==> config.mk <==
export PLATFORM = sky130hd
export DESIGN_NAME = rc6_ir_pulse_encoder
export DESIGN_NICKNAME = d
export VERILOG_FILES = /design/src/rc6_pkg.sv /design/src/rc6_front.sv /design/src/rc6_queue.sv /design/src/rc6_back.sv /design/src/rc6_ir_pulse_encoder.sv
export SDC_FILE = /design/constraint.sdc
export NUM_CORES = 1
export LEC_CHECK = 0
export BUFFER_PORTS_ARGS = -buffer_cell sky130_fd_sc_hd__buf_2
export CAP_MARGIN = 20
export CORE_ASPECT_RATIO = 1.75
export CORE_MARGIN = 4
export CORE_UTILIZATION = 35
export DETAILED_ROUTE_END_ITERATION = 12
export SYNTH_ARGS = -nofsm -noshare
export SYNTH_HDL_FRONTEND = slang
export SYNTH_SLANG_ARGS = --single-unit
export TNS_END_PERCENT = 50
==> constraint.sdc <==
create_clock -name clk_i -period 6.7 [get_ports clk_i]
set_clock_uncertainty 0.2 [all_clocks]
set_input_delay 1.34 -clock clk_i [delete_from_list [all_inputs] [get_ports clk_i]]
set_output_delay 1.34 -clock clk_i [all_outputs]
set_load 0.01 [all_outputs]
==> src/rc6_pkg.sv <==
// ----------------------------------------------------------------------------
// RC6 pulse encoder package
// Shared payload types, register map, reset values and sequencer states.
// ----------------------------------------------------------------------------
package rc6_pkg;

  localparam int MAX_BITS_DEF     = 32;
  localparam int TRAILER_POS_DEF  = 4;
  localparam int QUEUE_DEPTH_DEF  = 2;

  localparam int DATA_W   = 32;
  localparam int COUNT_W  = 6;
  localparam int TICKS_W  = 15;
  localparam int UNIT_W   = 14;
  localparam int CFG_W    = 15;
  localparam int CFG_IDX_W = 2;

  localparam logic [CFG_IDX_W-1:0] REG_HDR_MARK  = 2'd0;
  localparam logic [CFG_IDX_W-1:0] REG_HDR_SPACE = 2'd1;
  localparam logic [CFG_IDX_W-1:0] REG_UNIT      = 2'd2;

  localparam logic [TICKS_W-1:0] HDR_MARK_RST  = 15'd2128;
  localparam logic [TICKS_W-1:0] HDR_SPACE_RST = 15'd704;
  localparam logic [UNIT_W-1:0]  UNIT_RST      = 14'd352;

  typedef struct packed {
    logic [DATA_W-1:0]  data_word;
    logic [COUNT_W-1:0] bit_count;
  } in_t;

  typedef struct packed {
    logic               first_level;
    logic [TICKS_W-1:0] first_ticks;
    logic               second_level;
    logic [TICKS_W-1:0] second_ticks;
    logic               last_pulse;
  } out_t;

  typedef struct packed {
    logic [TICKS_W-1:0] hdr_mark;
    logic [TICKS_W-1:0] hdr_space;
    logic [UNIT_W-1:0]  unit;
  } cfg_t;

  typedef enum logic [1:0] {
    BK_IDLE,
    BK_START,
    BK_DATA
  } bk_state_e;

endpackage

==> src/rc6_front.sv <==
// ----------------------------------------------------------------------------
// RC6 front end
// Takes frame requests, saturates the bit count and left-aligns the data so
// the first bit to send sits at the top of the word.
// ----------------------------------------------------------------------------
module rc6_front #(
  parameter int MAX_BITS = rc6_pkg::MAX_BITS_DEF,
  parameter int CNT_W    = $clog2(MAX_BITS + 1)
) (
  input  logic                 in_valid_i,
  output logic                 in_stall_o,
  input  rc6_pkg::in_t         in_data_i,
  input  logic                 q_ready_i,
  output logic                 q_push_o,
  output logic [MAX_BITS-1:0]  q_bits_o,
  output logic [CNT_W-1:0]     q_count_o
);
  import rc6_pkg::*;

  localparam int CMP_W = (CNT_W > COUNT_W) ? CNT_W : COUNT_W;

  logic [CNT_W-1:0]    count_sat;
  logic [CNT_W-1:0]    shift_amt;
  logic [MAX_BITS-1:0] data_ext;

  always_comb begin
    if (CMP_W'(in_data_i.bit_count) > CMP_W'(MAX_BITS)) begin
      count_sat = CNT_W'(MAX_BITS);
    end else begin
      count_sat = CNT_W'(in_data_i.bit_count);
    end
    data_ext  = MAX_BITS'(in_data_i.data_word);
    shift_amt = CNT_W'(MAX_BITS) - count_sat;
  end

  assign q_bits_o   = data_ext << shift_amt;
  assign q_count_o  = count_sat;
  assign q_push_o   = in_valid_i & q_ready_i;
  assign in_stall_o = ~q_ready_i;

endmodule

==> src/rc6_queue.sv <==
// ----------------------------------------------------------------------------
// RC6 request queue
// Small flop-based FIFO between the front end and the pulse sequencer.
// ----------------------------------------------------------------------------
module rc6_queue #(
  parameter int WIDTH = 8,
  parameter int DEPTH = rc6_pkg::QUEUE_DEPTH_DEF
) (
  input  logic             clk_i,
  input  logic             rst_ni,
  input  logic             push_i,
  output logic             ready_o,
  input  logic [WIDTH-1:0] wdata_i,
  input  logic             pop_i,
  output logic             valid_o,
  output logic [WIDTH-1:0] rdata_o
);

  localparam int PTR_W = (DEPTH > 1) ? $clog2(DEPTH) : 1;
  localparam int CNT_W = $clog2(DEPTH + 1);

  logic [WIDTH-1:0] mem_q [DEPTH];
  logic [PTR_W-1:0] wr_ptr_q, wr_ptr_d;
  logic [PTR_W-1:0] rd_ptr_q, rd_ptr_d;
  logic [CNT_W-1:0] cnt_q, cnt_d;
  logic             do_push, do_pop;

  assign ready_o = (cnt_q != CNT_W'(DEPTH));
  assign valid_o = (cnt_q != '0);
  assign rdata_o = mem_q[rd_ptr_q];
  assign do_push = push_i & ready_o;
  assign do_pop  = pop_i & valid_o;

  always_comb begin
    wr_ptr_d = wr_ptr_q;
    rd_ptr_d = rd_ptr_q;
    cnt_d    = cnt_q;
    if (do_push) begin
      wr_ptr_d = (wr_ptr_q == PTR_W'(DEPTH - 1)) ? '0 : wr_ptr_q + 1'b1;
    end
    if (do_pop) begin
      rd_ptr_d = (rd_ptr_q == PTR_W'(DEPTH - 1)) ? '0 : rd_ptr_q + 1'b1;
    end
    if (do_push && !do_pop) begin
      cnt_d = cnt_q + 1'b1;
    end else if (do_pop && !do_push) begin
      cnt_d = cnt_q - 1'b1;
    end
  end

  always_ff @(posedge clk_i or negedge rst_ni) begin
    if (!rst_ni) begin
      wr_ptr_q <= '0;
      rd_ptr_q <= '0;
      cnt_q    <= '0;
    end else begin
      wr_ptr_q <= wr_ptr_d;
      rd_ptr_q <= rd_ptr_d;
      cnt_q    <= cnt_d;
    end
  end

  always_ff @(posedge clk_i) begin
    if (do_push) begin
      mem_q[wr_ptr_q] <= wdata_i;
    end
  end

endmodule

==> src/rc6_back.sv <==
// ----------------------------------------------------------------------------
// RC6 pulse sequencer
// Walks one queued frame: header pair, start bit, then Manchester data bits,
// one pulse pair per transfer, into a registered output slot.
// ----------------------------------------------------------------------------
module rc6_back #(
  parameter int MAX_BITS         = rc6_pkg::MAX_BITS_DEF,
  parameter int TRAILER_POSITION = rc6_pkg::TRAILER_POS_DEF,
  parameter int CNT_W            = $clog2(MAX_BITS + 1)
) (
  input  logic                clk_i,
  input  logic                rst_ni,
  input  rc6_pkg::cfg_t       cfg_i,
  input  logic                q_valid_i,
  output logic                q_pop_o,
  input  logic [MAX_BITS-1:0] q_bits_i,
  input  logic [CNT_W-1:0]    q_count_i,
  output logic                out_valid_o,
  input  logic                out_stall_i,
  output rc6_pkg::out_t       out_data_o
);
  import rc6_pkg::*;

  bk_state_e           state_q, state_d;
  logic [MAX_BITS-1:0] bits_q, bits_d;
  logic [CNT_W-1:0]    n_q, n_d;
  logic [CNT_W-1:0]    k_q, k_d;
  logic [CNT_W-1:0]    k_next;
  logic                out_vld_q, out_vld_d;
  out_t                out_q, out_d;
  logic                load;
  logic [TICKS_W-1:0]  unit_ticks;
  logic [TICKS_W-1:0]  dur;
  logic                bit_val;

  assign load       = ~out_vld_q | ~out_stall_i;
  assign unit_ticks = TICKS_W'(cfg_i.unit);
  assign k_next     = k_q + 1'b1;
  assign bit_val    = bits_q[MAX_BITS-1];
  assign dur        = (32'(k_next) == TRAILER_POSITION) ? {cfg_i.unit, 1'b0} : unit_ticks;

  always_comb begin
    state_d   = state_q;
    bits_d    = bits_q;
    n_d       = n_q;
    k_d       = k_q;
    out_d     = out_q;
    out_vld_d = out_vld_q;
    q_pop_o   = 1'b0;
    if (load) begin
      out_vld_d = 1'b0;
      unique case (state_q)
        BK_IDLE: begin
          if (q_valid_i) begin
            q_pop_o            = 1'b1;
            bits_d             = q_bits_i;
            n_d                = q_count_i;
            out_vld_d          = 1'b1;
            out_d.first_level  = 1'b1;
            out_d.first_ticks  = cfg_i.hdr_mark;
            out_d.second_level = 1'b0;
            out_d.second_ticks = cfg_i.hdr_space;
            out_d.last_pulse   = 1'b0;
            state_d            = BK_START;
          end
        end
        BK_START: begin
          out_vld_d          = 1'b1;
          out_d.first_level  = 1'b1;
          out_d.first_ticks  = unit_ticks;
          out_d.second_level = 1'b0;
          out_d.second_ticks = unit_ticks;
          out_d.last_pulse   = (n_q == '0);
          k_d                = '0;
          state_d            = (n_q == '0) ? BK_IDLE : BK_DATA;
        end
        BK_DATA: begin
          out_vld_d          = 1'b1;
          out_d.first_level  = bit_val;
          out_d.first_ticks  = dur;
          out_d.second_level = ~bit_val;
          out_d.second_ticks = dur;
          out_d.last_pulse   = (k_next == n_q);
          bits_d             = bits_q << 1;
          k_d                = k_next;
          state_d            = (k_next == n_q) ? BK_IDLE : BK_DATA;
        end
        default: begin
          state_d = BK_IDLE;
        end
      endcase
    end
  end

  always_ff @(posedge clk_i or negedge rst_ni) begin
    if (!rst_ni) begin
      state_q   <= BK_IDLE;
      out_vld_q <= 1'b0;
      k_q       <= '0;
    end else begin
      state_q   <= state_d;
      out_vld_q <= out_vld_d;
      k_q       <= k_d;
    end
  end

  always_ff @(posedge clk_i) begin
    bits_q <= bits_d;
    n_q    <= n_d;
    out_q  <= out_d;
  end

  assign out_valid_o = out_vld_q;
  assign out_data_o  = out_q;

endmodule

==> src/rc6_ir_pulse_encoder.sv <==
// ----------------------------------------------------------------------------
// RC6 infrared pulse-pair encoder
// Turns a data word and bit count into a header, start bit and Manchester
// coded data bits, each sent as a pulse pair with level and duration.
// ----------------------------------------------------------------------------
//  channel | direction | handshake             | payload
//  in      | input     | in_valid_i/in_stall_o | rc6_pkg::in_t
//  out     | output    | out_valid_o/out_stall_i | rc6_pkg::out_t
//  cfg     | input     | cfg_we_i              | cfg_idx_i, cfg_wdata_i
//
// A frame of n bits (saturated to MAX_BITS) gives n + 2 pulse pairs, one per
// cycle from the sequencer when out is not stalled. Requests wait in a
// QUEUE_DEPTH entry queue; in stalls only when it is full. Reset empties the
// queue and output slot and loads the default timings.
// ----------------------------------------------------------------------------
module rc6_ir_pulse_encoder #(
  parameter int MAX_BITS         = rc6_pkg::MAX_BITS_DEF,
  parameter int TRAILER_POSITION = rc6_pkg::TRAILER_POS_DEF,
  parameter int QUEUE_DEPTH      = rc6_pkg::QUEUE_DEPTH_DEF
) (
  input  logic                            clk_i,
  input  logic                            rst_ni,
  input  logic                            in_valid_i,
  output logic                            in_stall_o,
  input  rc6_pkg::in_t                    in_data_i,
  output logic                            out_valid_o,
  input  logic                            out_stall_i,
  output rc6_pkg::out_t                   out_data_o,
  input  logic                            cfg_we_i,
  input  logic [rc6_pkg::CFG_IDX_W-1:0]   cfg_idx_i,
  input  logic [rc6_pkg::CFG_W-1:0]       cfg_wdata_i
);
  import rc6_pkg::*;

  localparam int CNT_W = $clog2(MAX_BITS + 1);
  localparam int ENT_W = MAX_BITS + CNT_W;

  cfg_t                cfg_q;
  logic                q_push, q_ready, q_pop, q_valid;
  logic [MAX_BITS-1:0] f_bits;
  logic [CNT_W-1:0]    f_count;
  logic [ENT_W-1:0]    q_rdata;

  always_ff @(posedge clk_i or negedge rst_ni) begin
    if (!rst_ni) begin
      cfg_q.hdr_mark  <= HDR_MARK_RST;
      cfg_q.hdr_space <= HDR_SPACE_RST;
      cfg_q.unit      <= UNIT_RST;
    end else if (cfg_we_i) begin
      unique case (cfg_idx_i)
        REG_HDR_MARK:  cfg_q.hdr_mark  <= cfg_wdata_i;
        REG_HDR_SPACE: cfg_q.hdr_space <= cfg_wdata_i;
        REG_UNIT:      cfg_q.unit      <= cfg_wdata_i[UNIT_W-1:0];
        default: ;
      endcase
    end
  end

  rc6_front #(
    .MAX_BITS (MAX_BITS),
    .CNT_W    (CNT_W)
  ) u_front (
    .in_valid_i (in_valid_i),
    .in_stall_o (in_stall_o),
    .in_data_i  (in_data_i),
    .q_ready_i  (q_ready),
    .q_push_o   (q_push),
    .q_bits_o   (f_bits),
    .q_count_o  (f_count)
  );

  rc6_queue #(
    .WIDTH (ENT_W),
    .DEPTH (QUEUE_DEPTH)
  ) u_queue (
    .clk_i   (clk_i),
    .rst_ni  (rst_ni),
    .push_i  (q_push),
    .ready_o (q_ready),
    .wdata_i ({f_bits, f_count}),
    .pop_i   (q_pop),
    .valid_o (q_valid),
    .rdata_o (q_rdata)
  );

  rc6_back #(
    .MAX_BITS         (MAX_BITS),
    .TRAILER_POSITION (TRAILER_POSITION),
    .CNT_W            (CNT_W)
  ) u_back (
    .clk_i       (clk_i),
    .rst_ni      (rst_ni),
    .cfg_i       (cfg_q),
    .q_valid_i   (q_valid),
    .q_pop_o     (q_pop),
    .q_bits_i    (q_rdata[ENT_W-1:CNT_W]),
    .q_count_i   (q_rdata[CNT_W-1:0]),
    .out_valid_o (out_valid_o),
    .out_stall_i (out_stall_i),
    .out_data_o  (out_data_o)
  );

endmodule

Word-level counts from Yosys, hierarchy flattened
Memory sizes are Yosys's and may differ from the RTL's.
Cells that the tools add are included.

operators by class
  $add $sub $neg = 6
  magnitude comparators = 1
  equal/unequal tests = 8
  shift operators = 1
  multiplexer cells = 21
  bitwise gates (word level) = 8
  reductions and logical operators = 21

operators by type and width
  kind                 count
  $pmux 33 s3          1
  $pmux 32 s2          1
  $mux 33              1
  $mux 32              1
  $shl 32x6->32        1
  $mux 15              1
  $pmux 6 s2           1
  $mux 2               5
  $reduce_and 2->1     5
  $reduce_and 3->1     3
  $reduce_bool 2->1    4
  $mux 1               7
  $add 6x1->6 const B  1
  $eq 6x3->1 const B   1
  $eq 6x6->1           1
  $gt 6x6->1 const B   1
  $logic_not 6->1      1
  $mux 6               1
  $pmux 2 s3           1
  $sub 6x6->6 const A  1
  $eq 2x1->1 const B   2
  $eq 2x2->1 const B   2
  $logic_not 2->1      2
  $ne 2x2->1 const B   2
  11 further kinds     19

word-level totals
  register bits after elaboration = 128
  bits in writable memories = 76
  input bits = 60
  output and inout bits = 35
  logic and storage cells = 83
  memories kept = 1

memories
  memory         depth  width  read ports  clocked after memory_dff  write ports  RTL line         RTL
  u_queue.mem_q  2      38     1           0                         1            rc6_queue.sv:22  logic [WIDTH-1:0] mem_q [DEPTH];

Longest topological paths before layout
  word-level depth = 8
  mapped depth = 11
  gate-level depth less buffers = 9

By module
From an unflattened synthesis, not the netlist that was laid out.

second synthesis, totals
  cells, all modules = 806
  area, all modules = 10,466.3 um^2

by module, submodules not included
  module                times used  cells each  area an instance (um^2)  sequential area each (um^2)
  rc6_back              1           311         3,887.5                  2,357.3
  rc6_queue             1           136         2,982.9                  2,382.3
  rc6_front             1           265         1,920.6                  0.0
  rc6_ir_pulse_encoder  1           94          1,675.4                  1,112.3

Least setup slack after synthesis
OpenSTA, ideal clock, no wires.

  kind = input port to flip-flop
  from = in in_data_i[5] in the netlist's numbering
  to = mem u_queue.mem_q[0][35] in the netlist's numbering (data pin)
  setup time = 0.265 ns
  data arrival time = 3.646 ns
  data required time = 6.235 ns
  slack = 2.589 ns
  cell stages on the path = 10
  path buffers = 5
  path through = nand2b_1 > buf_4 > buf_2 > ha_1 > buf_2 > buf_1 > buf_2 > mux2i_1 > mux2i_1 > a221o_1

on the way
  cells in the longest elaborated chain, start to end = 4

RTL lines
  what               RTL line                    RTL
  from (decl)        rc6_ir_pulse_encoder.sv:25  input rc6_pkg::in_t in_data_i,
  $gt 6x6->1         rc6_front.sv:27             if (CMP_W'(in_data_i.bit_count) > CMP_W'(MAX_BITS)) begin
  $mux 6 (*)         rc6_front.sv:27
  $sub 6x6->6 (*)    rc6_front.sv:33             shift_amt = CNT_W'(MAX_BITS) - count_sat;
  $shl 32x6->32 (*)  rc6_front.sv:36             assign q_bits_o = data_ext << shift_amt;
  via f_bits[29]     rc6_ir_pulse_encoder.sv:40  logic [MAX_BITS-1:0] f_bits;
  to (decl)          rc6_queue.sv:22

Mark *: on every way through the listed nets, which the timed path passes. The rest lies on a longest branch.

Worst setup path in the final report
  from = in in_data_i[5] in the netlist's numbering
  to = mem u_queue.mem_q[0][36] in the netlist's numbering (data pin)

The elaborated chain is that of the path after synthesis.

==> impl_results.md <==
* Total grt overflow at 0
* Slew Viols, Final at 0
* Sequential area share after synthesis at 0.587
* Yosys reg bits at 204
* Startpoint Class: primary input
* Primary FF master, synth: edfxtp_1
* Outcome: complete, no violations
* Worst skew pair latency at 0.50 ns
* Gpl congestion at 0.894
* Cell Rows at 81
* Die height at about 230 um
* # Post-CTS Setup Buffers at 0
* Slew of the pin with the lowest slew margin at 0.989 ns
* Vias in the first global route at 6536
* I/O Buffers at 94
* Max cap viols at 0
* Via-to-Cell Ratio at around 5.1
* Final Hold Vio Count at 0
* H-tree Lvls at 1
* CTS clk-pin slew, worst paths at 0.07 ns
* GRT Resource Usage Total at 0.136
* Async set or reset register ratio after synthesis at 0.279
* Placed cell area at about 11000 um2
* Core Region at 28100 um2
* Pin count of the biggest net entering global routing at 71
* Initial antenna violation count at 0
* Hold_buf cts at 0
* TritonRoute pass-1 iters at 4
* Cells after DPL at 1201
* Netlist cell types at 56
* PostCTS Resize Cnt at 0
* CTS tree: built
* Hold WC Path Type: flip-flop to flip-flop
* DP Worst Slack at roughly 2.2 ns
* Syn Area/Cell at 13.0 um2
* Top cells by area, synth: edfxtp_1 (44%), dfrtp_1 (12%), mux2i_1 (8.6%), mux2_2 (6.2%), mux4_2 (4.3%)
* Top sig layer: met4
* Top cells by count, synth: edfxtp_1 (147), mux2i_1 (86), nand2_1 (83), mux2_2 (55), o21ai_0 (53)
* Chip width at 136 um
* Crit path time final at slightly above 4 ns
* Post-Synthesis Cells at 766
* Slew margin rel. at 0.338
* Register area at ~5900 um2
* I/O Pins at 95
* Total wire length at 21.2 mm
* Initial core utilization at 0.355
* Final-stage net count at 918
* Final ANT Viol Nets at 0
* Full die area at between 30000 and 40000 um2
* Post-synth EDFFs at 147
* P&R area growth vs syn at 14.7%
* Share of the synthesized area in the top cell type at 0.443
* Share of layout cells above drive strength 1 at 0.271
* Crit Path Category: primary input to flip-flop
* Fmax at 0.246 GHz
* Max FO, Critical Path at 19
* Wire length on met1 at 8.01 mm
* Final period util at 0.606
* Non-Filler Instances at approximately 1200
* Multi-input gate area at 3880 um2
* Post-synth top area cell: edfxtp_1
* TritonCTS buffer count at 19
* Global-route wire length before repair at 34.2 mm
* Met2 wire len at 11.4 mm
* Critical Path AT at 4.10 ns
* Wire length per cell at ~17 um
* Post-Syn Area at 9970 um2
* # DRC at 0
* Max clock buf depth at 3
* Post-route total power at 4650 uW
* CP Capture Type: flip-flop
* Number of synthesis warnings at 0
* Clock sinks at a little over 200
* Antenna Cells at 0
* Root Driver: clkbuf_16
* Met3 wire len at between 800 and 900 um
* 1st-iter DRT viols at between 200 and 300
* # setup viols final at 0
* Pwr Density at 406 nW/um2
* Leak Pwr at 0.00449 uW
* Top-count cell post-synth: edfxtp_1
* Setup TNS after final layout at 0 ns
* Final Cell Area at approximately 11000 um2
* DR vias at 6355
* Detailed placement HPWL at 15.0 mm
* Syn nets at 835
* Max VDD drop at 0.238 mV
* CP required at approximately 6.7 ns
* RSZ-0062 raised after global routing: false
* Final setup margin at between 2 and 3 ns
* Filler Cells Inserted at between 2000 and 3000
-- state kept, by name (all words and copies together) (netlist names) --
register            cells
u_queue.rd_ptr_q        1
u_back.state_q          2
u_back.out_data_o      33
u_back.out_valid_o      1
u_queue.wr_ptr_q        1
u_back.k_q              6
u_back.bits_q          32
u_queue.mem_q          76
u_back.n_q              6
cfg_q                  44
u_queue.cnt_q           2
-- power by group --
part	internal [uW]	total, uW	switching (uW)
Combinational	575	1490	912
Clock	587	1040	451
Sequential	1980	2120	137
-- path summary, 6_finish.rpt --
| check | start | end | slack, ns | cells past startpoint |
|---|---|---|---|---|
| setup / recovery | in_data_i[5] | u_queue.mem_q[0][36] | 2.64 | 9 |
| hold / removal | u_queue.cnt_q[1] | u_queue.cnt_q[1] | 0.30 | 1 |
| setup reg to reg | u_back.state_q[0] | u_back.out_data_o[20] | 4.10 | 9 |
| hold reg to reg | u_queue.cnt_q[1] | u_queue.cnt_q[1] | 0.30 | 1 |
| max in group asynchronous | rst_ni | u_queue.rd_ptr_q | 4.97 | 2 |
| min in group asynchronous | rst_ni | cfg_q[13] | 0.79 | 2 |
-- critical path: stages --
cell      delay, ns
buf_2          0.18
nand2b_1       0.19
ha_1           0.77
inv_2          0.36
a21oi_1        0.21
a21oi_1        0.08
a21oi_1        0.42
mux2i_1        0.16
a221o_1        0.39
-- kinds of logic (layout without fill, tap and decap cells) --
kind of cell,count (synthesis),in the layout,share of synthesized area
xor gates and xnor gates,16,16,0.0167
muxes,160,160,0.191
adders and majority gates,9,9,0.0113
buffers and inverters,63,159,0.0259
DFF,204,204,0.587
AOI/OAI and AO/OA,136,136,0.0878
and+or+nand+nor,178,178,0.0801
-- routing by layer --
metal,up-vias,track usage
met2,170,0.253
li1,3000,-
met3,56,0.0152
met4,0,0.0675
met1,3129,0.150
met5,-,0
-- final cells by class --
cell class                 instances  share of cell area
sequential                       204               0.512
multi-input combinational        499               0.340
timing repair buffer             108              0.0503
clock buffer                      26              0.0456
tap                              373              0.0408
clock inverter                     8             0.00613
inverter                          17             0.00558
-- through the flow --
stage	util	hold slack, ns
finish	0.407	0.296
global route	0.407	0.324
CTS	0.407	0.303
detailed placement	0.386	0.292
global placement	0.386	0.281
floorplan	-	0.261
-- placed cells by master, fill, tap and decap left out, types with 5 or more instances in the layout --
master / instances
nand2_1: 83
edfxtp_1: 147
o21a_1: 26
nor2b_1: 12
nor2_1: 32
o22a_1: 5
xnor2_1: 7
buf_2: 94
buf_4: 14
o21ai_0: 53
a21oi_1: 18
ha_1: 8
clkbuf_1: 5
mux2_2: 55
mux2i_1: 86
a21o_1: 6
dfstp_2: 9
nand3_1: 20
clkbuf_16: 19
inv_1: 15
dfrtp_1: 47
nor3_1: 6
o22ai_1: 5
mux4_2: 19
xor2_1: 7
Note: power is estimated with default switching activity, not from simulation.
